$ cat config.mk
export PLATFORM = sky130hd
export DESIGN_NAME = sks_ctrl
export DESIGN_NICKNAME = d
export VERILOG_FILES = /design/src/rtl/sks_pkg.sv /design/src/rtl/sks_ctrl.sv
export SDC_FILE = /design/constraint.sdc
export NUM_CORES = 1
export LEC_CHECK = 0
export ABC_AREA = 1
export BUFFER_PORTS_ARGS = -buffer_cell sky130_fd_sc_hd__buf_2
export CAP_MARGIN = 5
export CORE_AREA = 4 4 41 43
export CTS_BUF_LIST = sky130_fd_sc_hd__clkbuf_16
export CTS_CLUSTER_DIAMETER = 150
export DETAILED_ROUTE_END_ITERATION = 6
export DIE_AREA = 0 0 45 47
export GPL_TIMING_DRIVEN = 1
export PLACE_DENSITY_LB_ADDON = 0.15
export SYNTH_ARGS = -nofsm -noshare
export SYNTH_HDL_FRONTEND = slang
export SYNTH_SLANG_ARGS = --single-unit
$ cat constraint.sdc
create_clock -name clock -period 1.16 [get_ports clock]
set_input_delay 0.232 -clock clock [delete_from_list [all_inputs] [get_ports clock]]
set_output_delay 0.232 -clock clock [all_outputs]
set_load 0.005 [all_outputs]
$ cat src/rtl/sks_pkg.sv
// Shared constants and controller-datapath interface types for the stable key sorter.
package sks_pkg;

   // Default number of entries held by the store.
   localparam int DEPTH_DEFAULT = 512;

   // Field widths of one beat.
   localparam int KEY_W = 16;
   localparam int TAG_W = 16;

   // Request kinds.
   localparam logic KIND_LOAD = 1'b0;
   localparam logic KIND_READ = 1'b1;

   // Commands from the controller to the datapath.
   typedef struct packed {
      logic load_wr;    // store the request entry
      logic load_clear; // the entry opens a new set
      logic rd_issue;   // read the store at the read pointer
      logic out_entry;  // register the sorted entry just read
      logic out_empty;  // register an empty response
      logic sort_start; // first pass, run width of one
      logic run_setup;  // compute the bounds of the next pair of runs
      logic merge_wr;   // write the smaller head to the other bank
      logic next_run;   // step to the next pair of runs
      logic next_pass;  // double the run width and swap banks
   } cmd_type;

   // Status from the datapath to the controller.
   typedef struct packed {
      logic have_entry;  // a sorted entry remains to be read
      logic fill_small;  // the set holds at most one entry
      logic run_done;    // this write is the last one of the pair of runs
      logic pass_done;   // no further pair of runs in this pass
      logic sort_done;   // the doubled run width covers the whole set
      logic out_blocked; // a response is held and the consumer stalls
   } status_type;

endpackage

$ cat src/rtl/sks_ctrl.sv
// Controller state machine: request handshake, read sequencing and merge-pass sequencing.
module sks_ctrl (
   input  logic               clock,
   input  logic               reset,
   input  logic               req_valid,
   output logic               req_stall,
   input  logic               req_kind,
   input  logic               req_last_load,
   input  sks_pkg::status_type status,
   output sks_pkg::cmd_type    cmd
);

   localparam logic [2:0] ST_IDLE      = 3'd0;
   localparam logic [2:0] ST_RD_WAIT   = 3'd1;
   localparam logic [2:0] ST_SORT_INIT = 3'd2;
   localparam logic [2:0] ST_RUN_SETUP = 3'd3;
   localparam logic [2:0] ST_MERGE_RD  = 3'd4;
   localparam logic [2:0] ST_MERGE_WR  = 3'd5;

   logic [2:0] state_ff;
   logic [2:0] state_in;
   logic       reading_ff;
   logic       reading_in;
   logic       accept;

   // Requests are taken only when idle; a read also needs room in the response register.
   assign req_stall = (state_ff != ST_IDLE) ||
                      ((req_kind == sks_pkg::KIND_READ) && status.out_blocked);
   assign accept    = req_valid && !req_stall;

   // Next state and commands.
   always_comb begin
      state_in   = state_ff;
      reading_in = reading_ff;
      cmd        = '0;
      unique case (state_ff)
         ST_IDLE: begin
            if (accept) begin
               if (req_kind == sks_pkg::KIND_LOAD) begin
                  cmd.load_wr    = 1'b1;
                  cmd.load_clear = reading_ff;
                  reading_in     = 1'b0;
                  if (req_last_load) begin
                     state_in = ST_SORT_INIT;
                  end
               end else if (reading_ff && status.have_entry) begin
                  cmd.rd_issue = 1'b1;
                  state_in     = ST_RD_WAIT;
               end else begin
                  cmd.out_empty = 1'b1;
               end
            end
         end
         ST_RD_WAIT: begin
            cmd.out_entry = 1'b1;
            state_in      = ST_IDLE;
         end
         ST_SORT_INIT: begin
            cmd.sort_start = 1'b1;
            if (status.fill_small) begin
               reading_in = 1'b1;
               state_in   = ST_IDLE;
            end else begin
               state_in = ST_RUN_SETUP;
            end
         end
         ST_RUN_SETUP: begin
            cmd.run_setup = 1'b1;
            state_in      = ST_MERGE_RD;
         end
         ST_MERGE_RD: begin
            state_in = ST_MERGE_WR;
         end
         ST_MERGE_WR: begin
            cmd.merge_wr = 1'b1;
            if (status.run_done) begin
               if (status.pass_done) begin
                  cmd.next_pass = 1'b1;
                  if (status.sort_done) begin
                     reading_in = 1'b1;
                     state_in   = ST_IDLE;
                  end else begin
                     state_in = ST_RUN_SETUP;
                  end
               end else begin
                  cmd.next_run = 1'b1;
                  state_in     = ST_RUN_SETUP;
               end
            end else begin
               state_in = ST_MERGE_RD;
            end
         end
         default: begin
            state_in = ST_IDLE;
         end
      endcase
   end

   // State registers.
   always_ff @(posedge clock) begin
      if (reset) begin
         state_ff   <= ST_IDLE;
         reading_ff <= 1'b0;
      end else begin
         state_ff   <= state_in;
         reading_ff <= reading_in;
      end
   end

endmodule

==> Flow_metrics.wiki, run 1 <==
{| class="wikitable"
! Metric !! Value
|-
| Type of origin of the critical path || register
|-
| Number of nets in the synthesized netlist || 76
|-
| Longest individual stage delay on the worst path || 0.34 ns
|-
| Vertical extent of the die || 47 um
|-
| Routed Antenna Nets || 0
|-
| Max-Slew Margin vs Limit || 90.31%
|-
| Violated checks || setup timing
|-
| Remaining Overflow, GRT || 0
|-
| Pre-CTS setup slack || -0.02019 ns
|-
| Tightest Pin Transition || 0.1447 ns
|-
| Switching part of the total power || 23.02%
|-
| Die footprint || 2115 um^2
|-
| Total leakage power || 0.0004450 uW
|-
| Total clock buffers created by CTS || 3
|-
| Detailed Place HPWL || 833.1 um
|-
| Ordered cell list for the critical path || nor2_4 > nand2_4 > inv_2 > nand3_2 > nor3_2 > buf_2
|-
| Final antenna diode count || 0
|-
| Gate count of the mapped netlist || 65
|-
| Number of unique standard cell types used by synthesis || 15
|-
| Number of nets in the layout || 116
|-
| Total negative slack || -1.838 ns
|-
| Per-cell via count in the routed design || 4.492
|-
| # H-tree levels || 1
|-
| Insertion delay to the later sink of the worst-skew pair || 0.22 ns
|-
| Number of search-and-repair iterations in the first detailed-routing pass || 4
|-
| Worst setup startpoint || state_ff[1]
|-
| Critical Path Slowest Stage Cell || dfxtp_4
|-
| Number of max-cap violations || 0
|-
| Core Region || 1301 um^2
|-
| Area delta synth->final || 126.7%
|-
| Number of warnings reported in the yosys synthesis log || 0
|-
| GRT Util Overall || 11.93%
|-
| Maximum fanout count along the critical path || 3
|-
| Post-Synthesis Mean Instance Area || 5.544 um^2
|-
| Worst Path Buf+Inv || 2
|-
| Final WS setup || -0.2214 ns
|-
| First-pass GRT wire length || 1828 um
|-
| Simple-gate portion of the synthesized area || 48.26%
|-
| Multiplexer fraction of the synthesized cell area || 0%
|-
| Via count of the first global-routing pass || 457
|-
| Cell at the root of the clock tree || clkbuf_16
|-
| Run status || finished, violations left
|-
| Power density over cell area || 1060 nW/um^2
|-
| # DRC || 0
|-
| Final Hold Violating Endpoints || 0
|-
| Net switching power || 199.4 uW
|-
| Area of combinational cells with multiple inputs || 322.8 um^2
|-
| Largest clock skew in the final design || 0.002196 ns
|-
| Clock input transition at the sequential cells of the worst setup and hold paths || 0.03 ns
|-
| CP required || 0.93 ns
|-
| Wire length after detailed routing || 1247 um
|-
| TritonCTS clock tree || built
|-
| Number of buffer cells added on primary ports || 21
|-
| Tightest hold margin || 0.2011 ns
|-
| Hold path startpoint || reset
|-
| Most common library cell in the layout ignoring fill and taps || buf_2
|-
| Setup repair after global routing missed its margin || true
|-
| Top library cells by usage in the layout, fill and taps aside || 19 x buf_2, 11 x inv_1, 11 x nand2_1
|-
| Crit path capture type || primary output
|-
| Count of routing violations after the opening detailed-route iteration || 5
|-
| IO Pins || 22
|-
| Clock period minus worst slack || 1.381 ns
|-
| Largest family of logic cells by synthesized area || simple AND/OR/NAND/NOR gates
|-
| Most area-consuming cells after synthesis || dfxtp_1 22%, inv_1 15%, nand2_1 14%
|-
| Reg-to-reg startpoint || state_ff[1]
|-
| Post-synthesis compound-gate area fraction || 11.81%
|-
| Post-synthesis sequential element count || 4
|-
| Initial antenna violation count || 0
|-
| Maximum buffer depth of the clock tree || 2
|-
| Wire per inst || 10.57 um
|-
| Combinational power share || 20.7%
|-
| Gpl congestion || 0.7899
|-
| Worst min path class || in2reg
|-
| Max-slew violation total from the final report || 0
|-
| Area share of the largest cell type after synthesis || 22.22%
|-
| Post-synthesis adder-cell area fraction || 0%
|-
| Proportion of power drawn by the clock network || 62.5%
|-
| Chip width || 45 um
|-
| Setup violations, final || 13
|-
| Count of vias placed by the detailed router || 530
|-
| Sequential Power Share || 16.8%
|-
| Cell row count || 13
|-
| TritonCTS sink count || 4
|-
| Internal power contribution || 666.7 uW
|-
| Critical path type || reg2out
|-
| Data arrival time of the critical path || 1.15 ns
|-
| Final period util || 119.1%
|-
| Portion of the post-synthesis area used by sequential elements || 22.22%
|-
| Maximum ir drop on the vdd rail || 0.4733 mV
|-
| Mapped Area || 360.3 um^2
|-
| Fraction of layout cells with a size suffix above 1 || 66.02%
|-
| CP top delay family || simple AND/OR/NAND/NOR gates
|-
| Sequential Area || 91.34 um^2
|-
| Fillers || 118
|-
| Initial Utilization || 27.69%
|-
| Area share of xor/xnor cells in the synthesized design || 0%
|-
| Post-CTS Hold Fix Bufs || 0
|-
| Largest net degree at the start of global routing || 6
|-
| Library cell with the largest summed area after synthesis || dfxtp_1
|-
| Maximum clock rate || 723.9 MHz
|}
## cell type report
class / instances / area share, %
Inverter: 17 / 8.729
Multi-Input combinational cell: 44 / 39.51
Sequential cell: 4 / 11.18
Clock buffer: 3 / 9.188
Timing Repair Buffer: 35 / 29.10
Tap cell: 15 / 2.297
## cell families (layout without fill, tap and decap cells)
family,count (synthesis),after routing
simple gates,38,38
compound gates,6,6
flops,4,4
buf+inv,17,55
## stage by stage
step | utilization [%] | instance area, um^2 | power, uW | instances
2_1_floorplan | - | 360.3 | 221.7 | 65
6_report | 62.79 | 817.0 | 866.0 | 118
3_3_place_gp | 40.10 | 521.8 | 278.9 | 106
5_1_grt | 62.79 | 817.0 | 897.1 | 118
4_1_cts | 52.40 | 681.9 | 838.4 | 113
3_5_place_dp | 40.10 | 521.8 | 278.7 | 106
## synthesized netlist by cell type (all sizes together)
| master | n |
|---|---|
| a21oi | 3 |
| or2 | 1 |
| nor2 | 10 |
| nand4 | 1 |
| inv | 17 |
| a31oi | 1 |
| nand2 | 15 |
| nor3 | 4 |
| dfxtp | 4 |
| nand3 | 7 |
| o21ai | 2 |
## routing by layer
| layer | track usage (%) | vias up | wire (um) |
|---|---|---|---|
| met3 | 3.065 | 0 | 75 |
| met1 | 14.09 | 237 | 431 |
| li1 | - | 276 | - |
| met4 | 5.263 | 0 | 0 |
| met2 | 20.34 | 17 | 740 |
| met5 | 0 | - | 0 |
## repair_timing
item,CTS,global route
endpoints found under the setup margin,12,14
gates resized for setup,19,21
pin swaps,6,10
gates cloned,0,0
buffers inserted,4,8
## power by group through the flow
stage	clock network (uW)	registers [uW]	logic, uW
CTS	537	147	154
floorplan	0	150	72.1
finish	541	146	179
global route	553	146	198
detailed placement	0	150	128
global placement	0	150	128
## worst paths after layout
check	endpoint	slack, ns	cells past startpoint
max reg2reg	reading_ff	-0.04	9
min reg2reg	reading_ff	0.49	2
min	state_ff[1]	0.20	2
max	cmd[5]	-0.22	6
## flip-flops by register name (all words and copies together), names as in the netlist
register    cells
reading_ff      1
state_ff        3
Power figures use the tool's default switching activity.
==> run 2, diff against run 1 <==
==> constraint.sdc (replaced) <==
create_clock -name clock -period 1.16 [get_ports clock]
set_input_delay 0.174 -clock clock [delete_from_list [all_inputs] [get_ports clock]]
set_output_delay 0.174 -clock clock [all_outputs]
set_load 0.005 [all_outputs]
==> Flow_metrics.wiki, run 2 (same netlist as run 1, synthesis figures left out) <==
{| class="wikitable"
! Metric !! Value
|-
| Run status || finished, violations left (unchanged)
|-
| Violated checks || setup timing (unchanged)
|-
| Crit path capture type || register (was primary output)
|-
| Tightest Pin Transition || 0.1684 ns (was 0.1447 ns)
|-
| GRT Util Overall || 10.89% (was 11.93%)
|-
| CP top delay family || buffers and inverters (was simple AND/OR/NAND/NOR gates)
|-
| Worst Path Buf+Inv || 4 (was 2)
|-
| Number of nets in the layout || 114 (was 116)
|-
| Critical Path Slowest Stage Cell || dfxtp_4 (unchanged)
|-
| Clock input transition at the sequential cells of the worst setup and hold paths || 0.03 ns (about the same)
|-
| Setup slack of the most critical reg-to-reg path || -0.17 ns (was -0.04 ns)
|-
| Worst min path class || in2reg (unchanged)
|-
| Insertion delay to the later sink of the worst-skew pair || 0.22 ns (about the same)
|-
| Largest clock skew in the final design || 0.002456 ns (was 0.002196 ns)
|-
| Via count of the first global-routing pass || 433 (was 457)
|-
| Worst setup startpoint || state_ff[1] (unchanged)
|-
| Final antenna diode count || 0 (unchanged)
|-
| Final WS setup || -0.1707 ns (was -0.2214 ns)
|-
| Reg-to-reg startpoint || state_ff[1] (unchanged)
|-
| Detailed Place HPWL || 799 um (was 833.1 um)
|-
| Routed Antenna Nets || 0 (unchanged)
|-
| TritonCTS sink count || 4 (unchanged)
|-
| Setup repair after global routing missed its margin || true (unchanged)
|-
| Gpl congestion || 0.7372 (was 0.7899)
|-
| Register with the highest flop count || state_ff (unchanged)
|-
| Total negative slack || -1.413 ns (was -1.838 ns)
|-
| Type of origin of the critical path || register (unchanged)
|-
| TritonCTS clock tree || built (unchanged)
|-
| Library cell appearing most often on the critical path || buf_6
|-
| Top library cells by usage in the layout, fill and taps aside || 18 x buf_2, 10 x nand2_1, 9 x inv_1, 9 x buf_6, 6 x buf_4 (was 19 x buf_2, 11 x inv_1, 11 x nand2_1)
|-
| Most common library cell in the layout ignoring fill and taps || buf_2 (unchanged)
|-
| Fraction of layout cells with a size suffix above 1 || 65.35% (was 66.02%)
|-
| Leading registers by flop count || state_ff x3, reading_ff x1 (unchanged)
|-
| Vertical extent of the die || 47 um (unchanged)
|-
| IO Pins || 22 (unchanged)
|-
| Cell Area, Placed || 491.7 um^2 (was 521.8 um^2)
|-
| First-pass GRT wire length || 1704 um (was 1828 um)
|-
| CP required || 1.32 ns (was 0.93 ns)
|-
| Number of search-and-repair iterations in the first detailed-routing pass || 4 (unchanged)
|-
| Wire length after detailed routing || 1171 um (was 1247 um)
|-
| Initial Utilization || 27.69% (unchanged)
|-
| Tightest hold margin || 0.1494 ns (was 0.2011 ns)
|-
| Die footprint || 2115 um^2 (unchanged)
|-
| Area delta synth->final || 122.6% (was 126.7%)
|-
| Power density over cell area || 1080 nW/um^2 (was 1060 nW/um^2)
|-
| Wire per inst || 10.09 um (was 10.57 um)
|-
| # H-tree levels || 1 (unchanged)
|-
| Max-slew violation total from the final report || 0 (unchanged)
|-
| Capturing instance or port of the critical path || reading_ff (was cmd[5])
|-
| Number of buffer cells added on primary ports || 21 (unchanged)
|-
| Maximum fanout count along the critical path || 3 (unchanged)
|-
| Total power after layout || 866.5 uW (was 866.0 uW)
|-
| Number of flip-flops under the largest register name || 3 (unchanged)
|-
| Reg2reg end || reading_ff (unchanged)
|-
| Final period util || 114.7% (was 119.1%)
|-
| Largest net degree at the start of global routing || 6 (unchanged)
|-
| Clock period minus worst slack || 1.331 ns (was 1.381 ns)
|-
| R2R depth || 10 (was 9)
|-
| Initial antenna violation count || 0 (unchanged)
|-
| Maximum ir drop on the vdd rail || 0.5631 mV (was 0.4733 mV)
|-
| Maximum buffer depth of the clock tree || 2 (unchanged)
|-
| Max-Slew Margin vs Limit || 88.75% (was 90.31%)
|-
| Chip width || 45 um (unchanged)
|-
| Count of routing violations after the opening detailed-route iteration || 4 (was 5)
|-
| Cell at the root of the clock tree || clkbuf_16 (unchanged)
|-
| Cell row count || 13 (unchanged)
|-
| Total clock buffers created by CTS || 3 (unchanged)
|-
| Remaining Overflow, GRT || 0 (unchanged)
|-
| # DRC || 0 (unchanged)
|-
| Per-cell via count in the routed design || 4.379 (was 4.492)
|-
| Ordered cell list for the critical path || nor2_4 > buf_4 > buf_6 > buf_6 > buf_6 > nand3_4 > nand2_1 > nor2_1 > nand3_1 > a21oi_2 (was nor2_4 > nand2_4 > inv_2 > nand3_2 > nor3_2 > buf_2)
|-
| Final Hold Violating Endpoints || 0 (unchanged)
|-
| Data arrival time of the critical path || 1.49 ns (was 1.15 ns)
|-
| Longest individual stage delay on the worst path || 0.36 ns (was 0.34 ns)
|-
| Critical path type || reg2reg (was reg2out)
|-
| Setup violations, final || 13 (unchanged)
|-
| Total leakage power || 0.0004276 uW (was 0.0004450 uW)
|-
| Final cell area excluding filler cells || 802.0 um^2 (was 817.0 um^2)
|-
| Pre-CTS setup slack || -0.02754 ns (was -0.02019 ns)
|-
| Number of max-cap violations || 0 (unchanged)
|-
| Count of vias placed by the detailed router || 508 (was 530)
|-
| Maximum clock rate || 751.5 MHz (was 723.9 MHz)
|-
| Critical Path Stages || 10 (was 6)
|-
| Core Region || 1301 um^2 (unchanged)
|}
-- run 2: cell types whose count changed in the layout (fill, tap and decap cells not counted), moves of 2 or more --
cell / before / now
buf_4: 10 / 6
buf_6: 6 / 9
inv_1: 11 / 9
inv_2: 3 / 5
nand3_1: 2 / 4
nand3_2: 2 / 0
-- run 2: routing by layer --
layer | global-route usage [%] | vias to the layer above | part of all wire [%] | routed length, um
met5 | 0 | - | 0 | 0
met4 | 1.754 | 0 | 0 | 0
met3 | 3.065 | 0 | 6.7 | 78
met2 | 19.77 | 17 | 54 | 635
met1 | 12.93 | 217 | 39 | 457
li1 | - | 274 | - | -
-- run 2: final cells by class --
| type | instances | area (um^2) |
|---|---|---|
| repair buffers | 33 | 236.5 |
| inverters | 17 | 71.32 |
| flip-flops and latches | 4 | 91.34 |
| clock buffers | 3 | 75.07 |
| well taps | 15 | 18.77 |
| multi-input cells | 44 | 309.0 |
| fillers | 124 | 499.2 |
-- run 2: how the worst min path moves through the flow --
stage	startpoint	end	slack (ns)	depth (start not counted)
after floorplan	reset	state_ff[2]	0.24	1
after global placement	reset	state_ff[1]	0.39	2
after detailed placement	reset	state_ff[2]	0.38	2
after CTS	reset	state_ff[2]	0.14	2
after global routing	reset	state_ff[1]	0.16	2
final	reset	state_ff[0]	0.15	2
-- run 2: power breakdown --
part           internal (uW)  leakage (uW)  total (uW)  switching [uW]
Clock                    440     0.0000370         536            95.6
Sequential               139     0.0000348         145            5.93
Combinational           92.0      0.000356         185            93.1
-- run 2: timing repair --
action,CTS,global route
setup endpoints to repair,10,14
pin swaps,5,9
hold buffers,0,0
setup buffers,4,9
gates resized for setup,16,27
cloned,0,0
-- run 2: stage by stage --
step	util, %	cells
2_1_floorplan	-	65
3_3_place_gp	37.79	102
3_5_place_dp	37.79	102
4_1_cts	49.52	109
5_1_grt	61.63	116
6_report	61.63	116
==> run 3, diff against run 2 <==
==> constraint.sdc (replaced) <==
create_clock -name clock -period 1.16 [get_ports clock]
set_input_delay 0.116 -clock clock [delete_from_list [all_inputs] [get_ports clock]]
set_output_delay 0.116 -clock clock [all_outputs]
set_load 0.005 [all_outputs]
==> Flow_metrics.wiki, run 3 (same netlist as run 1, synthesis figures left out) <==
{| class="wikitable"
! Metric !! Value
|-
| Met2 wirelength from detailed routing || 618 um (was 635 um)
|-
| Total leakage power || 0.0004023 uW (was 0.0004276 uW)
|-
| Count of vias placed by the detailed router || 499 (was 508)
|-
| Clock period minus worst slack || 1.279 ns (was 1.331 ns)
|-
| Number of instances on the worst hold path || 2 (unchanged)
|-
| Wire length after detailed routing || 1145 um (was 1171 um)
|-
| Insertion delay to the later sink of the worst-skew pair || 0.22 ns (about the same)
|-
| CP required || 1.04 ns (was 1.32 ns)
|-
| GRT Util Overall || 11.45% (was 10.89%)
|-
| Routed metal-1 wirelength || 431 um (was 457 um)
|-
| Run status || finished, violations left (unchanged)
|-
| Total power after layout || 851.6 uW (was 866.5 uW)
|-
| Critical path type || reg2out (was reg2reg)
|-
| Uppermost layer routed || met4 (was met3)
|-
| Type of origin of the critical path || register (unchanged)
|-
| Wire per inst || 10.32 um (was 10.09 um)
|-
| Reg-to-reg startpoint || state_ff[0] (was state_ff[1])
|-
| Maximum fanout count along the critical path || 3 (unchanged)
|-
| Final WS setup || -0.1188 ns (was -0.1707 ns)
|-
| Max-slew violation total from the final report || 0 (unchanged)
|-
| Count of routing violations after the opening detailed-route iteration || 5 (was 4)
|-
| Worst min path class || in2reg (unchanged)
|-
| Max-Slew Margin vs Limit || 88.27% (was 88.75%)
|-
| Via count of the first global-routing pass || 466 (was 433)
|-
| Cell row count || 13 (unchanged)
|-
| Die footprint || 2115 um^2 (unchanged)
|-
| TritonCTS sink count || 4 (unchanged)
|-
| Setup repair after global routing missed its margin || true (unchanged)
|-
| Fraction of layout cells with a size suffix above 1 || 58.33% (was 65.35%)
|-
| Pre-CTS setup slack || -0.01010 ns (was -0.02754 ns)
|-
| Number of max-cap violations || 0 (unchanged)
|-
| Core Region || 1301 um^2 (unchanged)
|-
| Data arrival time of the critical path || 1.16 ns (was 1.49 ns)
|-
| Area of combinational cells with multiple inputs || 301.5 um^2 (was 309.0 um^2)
|-
| Maximum buffer depth of the clock tree || 2 (unchanged)
|-
| Hold endpoint || state_ff[1] (was state_ff[0])
|-
| # DRC || 0 (unchanged)
|-
| Final antenna diode count || 0 (unchanged)
|-
| Total length of routed met3 wires || 82 um (was 78 um)
|-
| Sequential Area || 91.34 um^2 (unchanged)
|-
| IO Pins || 22 (unchanged)
|-
| Leading registers by flop count || state_ff x3, reading_ff x1 (unchanged)
|-
| Total clock buffers created by CTS || 3 (unchanged)
|-
| Largest net degree at the start of global routing || 6 (unchanged)
|-
| Crit path capture type || primary output (was register)
|-
| Setup slack of the most critical reg-to-reg path || -0.08 ns (was -0.17 ns)
|-
| Violated checks || setup timing (unchanged)
|-
| Initial antenna violation count || 0 (unchanged)
|-
| Setup violations, final || 11 (was 13)
|-
| Maximum ir drop on the vdd rail || 0.5461 mV (was 0.5631 mV)
|-
| First-pass GRT wire length || 1759 um (was 1704 um)
|-
| R2R depth || 9 (was 10)
|-
| Chip width || 45 um (unchanged)
|-
| Gpl congestion || 0.7519 (was 0.7372)
|-
| Number of nets in the layout || 109 (was 114)
|-
| Reg2reg end || reading_ff (unchanged)
|-
| Vertical extent of the die || 47 um (unchanged)
|-
| Final period util || 110.2% (was 114.7%)
|-
| Most common library cell in the layout ignoring fill and taps || buf_2 (unchanged)
|-
| Register with the highest flop count || state_ff (unchanged)
|-
| Number of buffer cells added on primary ports || 21 (unchanged)
|-
| Total negative slack || -0.7469 ns (was -1.413 ns)
|-
| Remaining Overflow, GRT || 0 (unchanged)
|-
| Final Hold Violating Endpoints || 0 (unchanged)
|-
| # H-tree levels || 1 (unchanged)
|-
| Top library cells by usage in the layout, fill and taps aside || 20 x buf_2, 13 x inv_1, 11 x nand2_1 (was 18 x buf_2, 10 x nand2_1, 9 x inv_1, 9 x buf_6, 6 x buf_4)
|-
| Initial Utilization || 27.69% (unchanged)
|-
| Number of flip-flops under the largest register name || 3 (unchanged)
|-
| Per-cell via count in the routed design || 4.495 (was 4.379)
|-
| Hold path startpoint || reset (unchanged)
|-
| Detailed Place HPWL || 797.3 um (was 799 um)
|-
| Maximum clock rate || 782.0 MHz (was 751.5 MHz)
|-
| Number of search-and-repair iterations in the first detailed-routing pass || 4 (unchanged)
|-
| Tightest Pin Transition || 0.1756 ns (was 0.1684 ns)
|-
| Cell at the root of the clock tree || clkbuf_16 (unchanged)
|-
| Post-CTS Hold Fix Bufs || 0 (unchanged)
|-
| Power density over cell area || 1169 nW/um^2 (was 1080 nW/um^2)
|-
| TritonCTS clock tree || built (unchanged)
|-
| Clock input transition at the sequential cells of the worst setup and hold paths || 0.03 ns (about the same)
|-
| Largest clock skew in the final design || 0.0003119 ns (was 0.002456 ns)
|-
| Routed Antenna Nets || 0 (unchanged)
|-
| Fillers || 143 (was 124)
|-
| Area delta synth->final || 102.1% (was 122.6%)
|}
[run 3: final cells by class]
class	instances	area share [%]
clock buffers	3	10.31
inverters	17	9.107
multi-input cells	44	41.41
flip-flops and latches	4	12.54
well taps	15	2.577
repair buffers	28	24.05
[run 3: metrics by stage]
step	utilization, %	hold WS (ns)	instances	instance area, um^2
detailed placement	37.21	0.3253	101	484.2
global route	55.96	0.09717	111	728.2
CTS	48.56	0.08637	108	631.9
global placement	37.21	0.3326	101	484.2
finish	55.96	0.08657	111	728.2
floorplan	-	0.1854	65	360.3
[run 3: worst max path at each step]
stage                      from          end  slack [ns]  cells after the start
floorplan           state_ff[1]  state_ff[0]        0.13                      8
global placement    state_ff[1]   reading_ff        0.01                      7
detailed placement  state_ff[1]       cmd[5]       -0.01                      6
CTS                 state_ff[0]       cmd[5]       -0.18                      6
global route        state_ff[1]       cmd[8]       -0.19                      6
finish              state_ff[1]       cmd[8]       -0.12                      6
[run 3: metal layers]
layer	global-route usage, %	up-vias
li1	-	264
met1	13.18	213
met2	18.93	20
met3	3.065	2
met4	7.018	0
met5	0	-
[run 3: repair_timing]
action	4_1_cts	5_1_grt
pin swaps	3	6
resized for setup	13	17
endpoints found under the setup margin	10	13
buffers inserted	4	5
[run 3: critical path: stages, from the launching register on]
cell and delay (ns):
dfxtp_4 0.35, nor2_4 0.14, nand2_4 0.08, nor2_2 0.11, nand2_2 0.07, nor2_1 0.07, buf_2 0.11
[run 3: report_power, final]
part	switching, uW	total, uW	internal (uW)
registers	6.29	146	140
clock network	95.1	535	440
logic	87.4	170	83.1
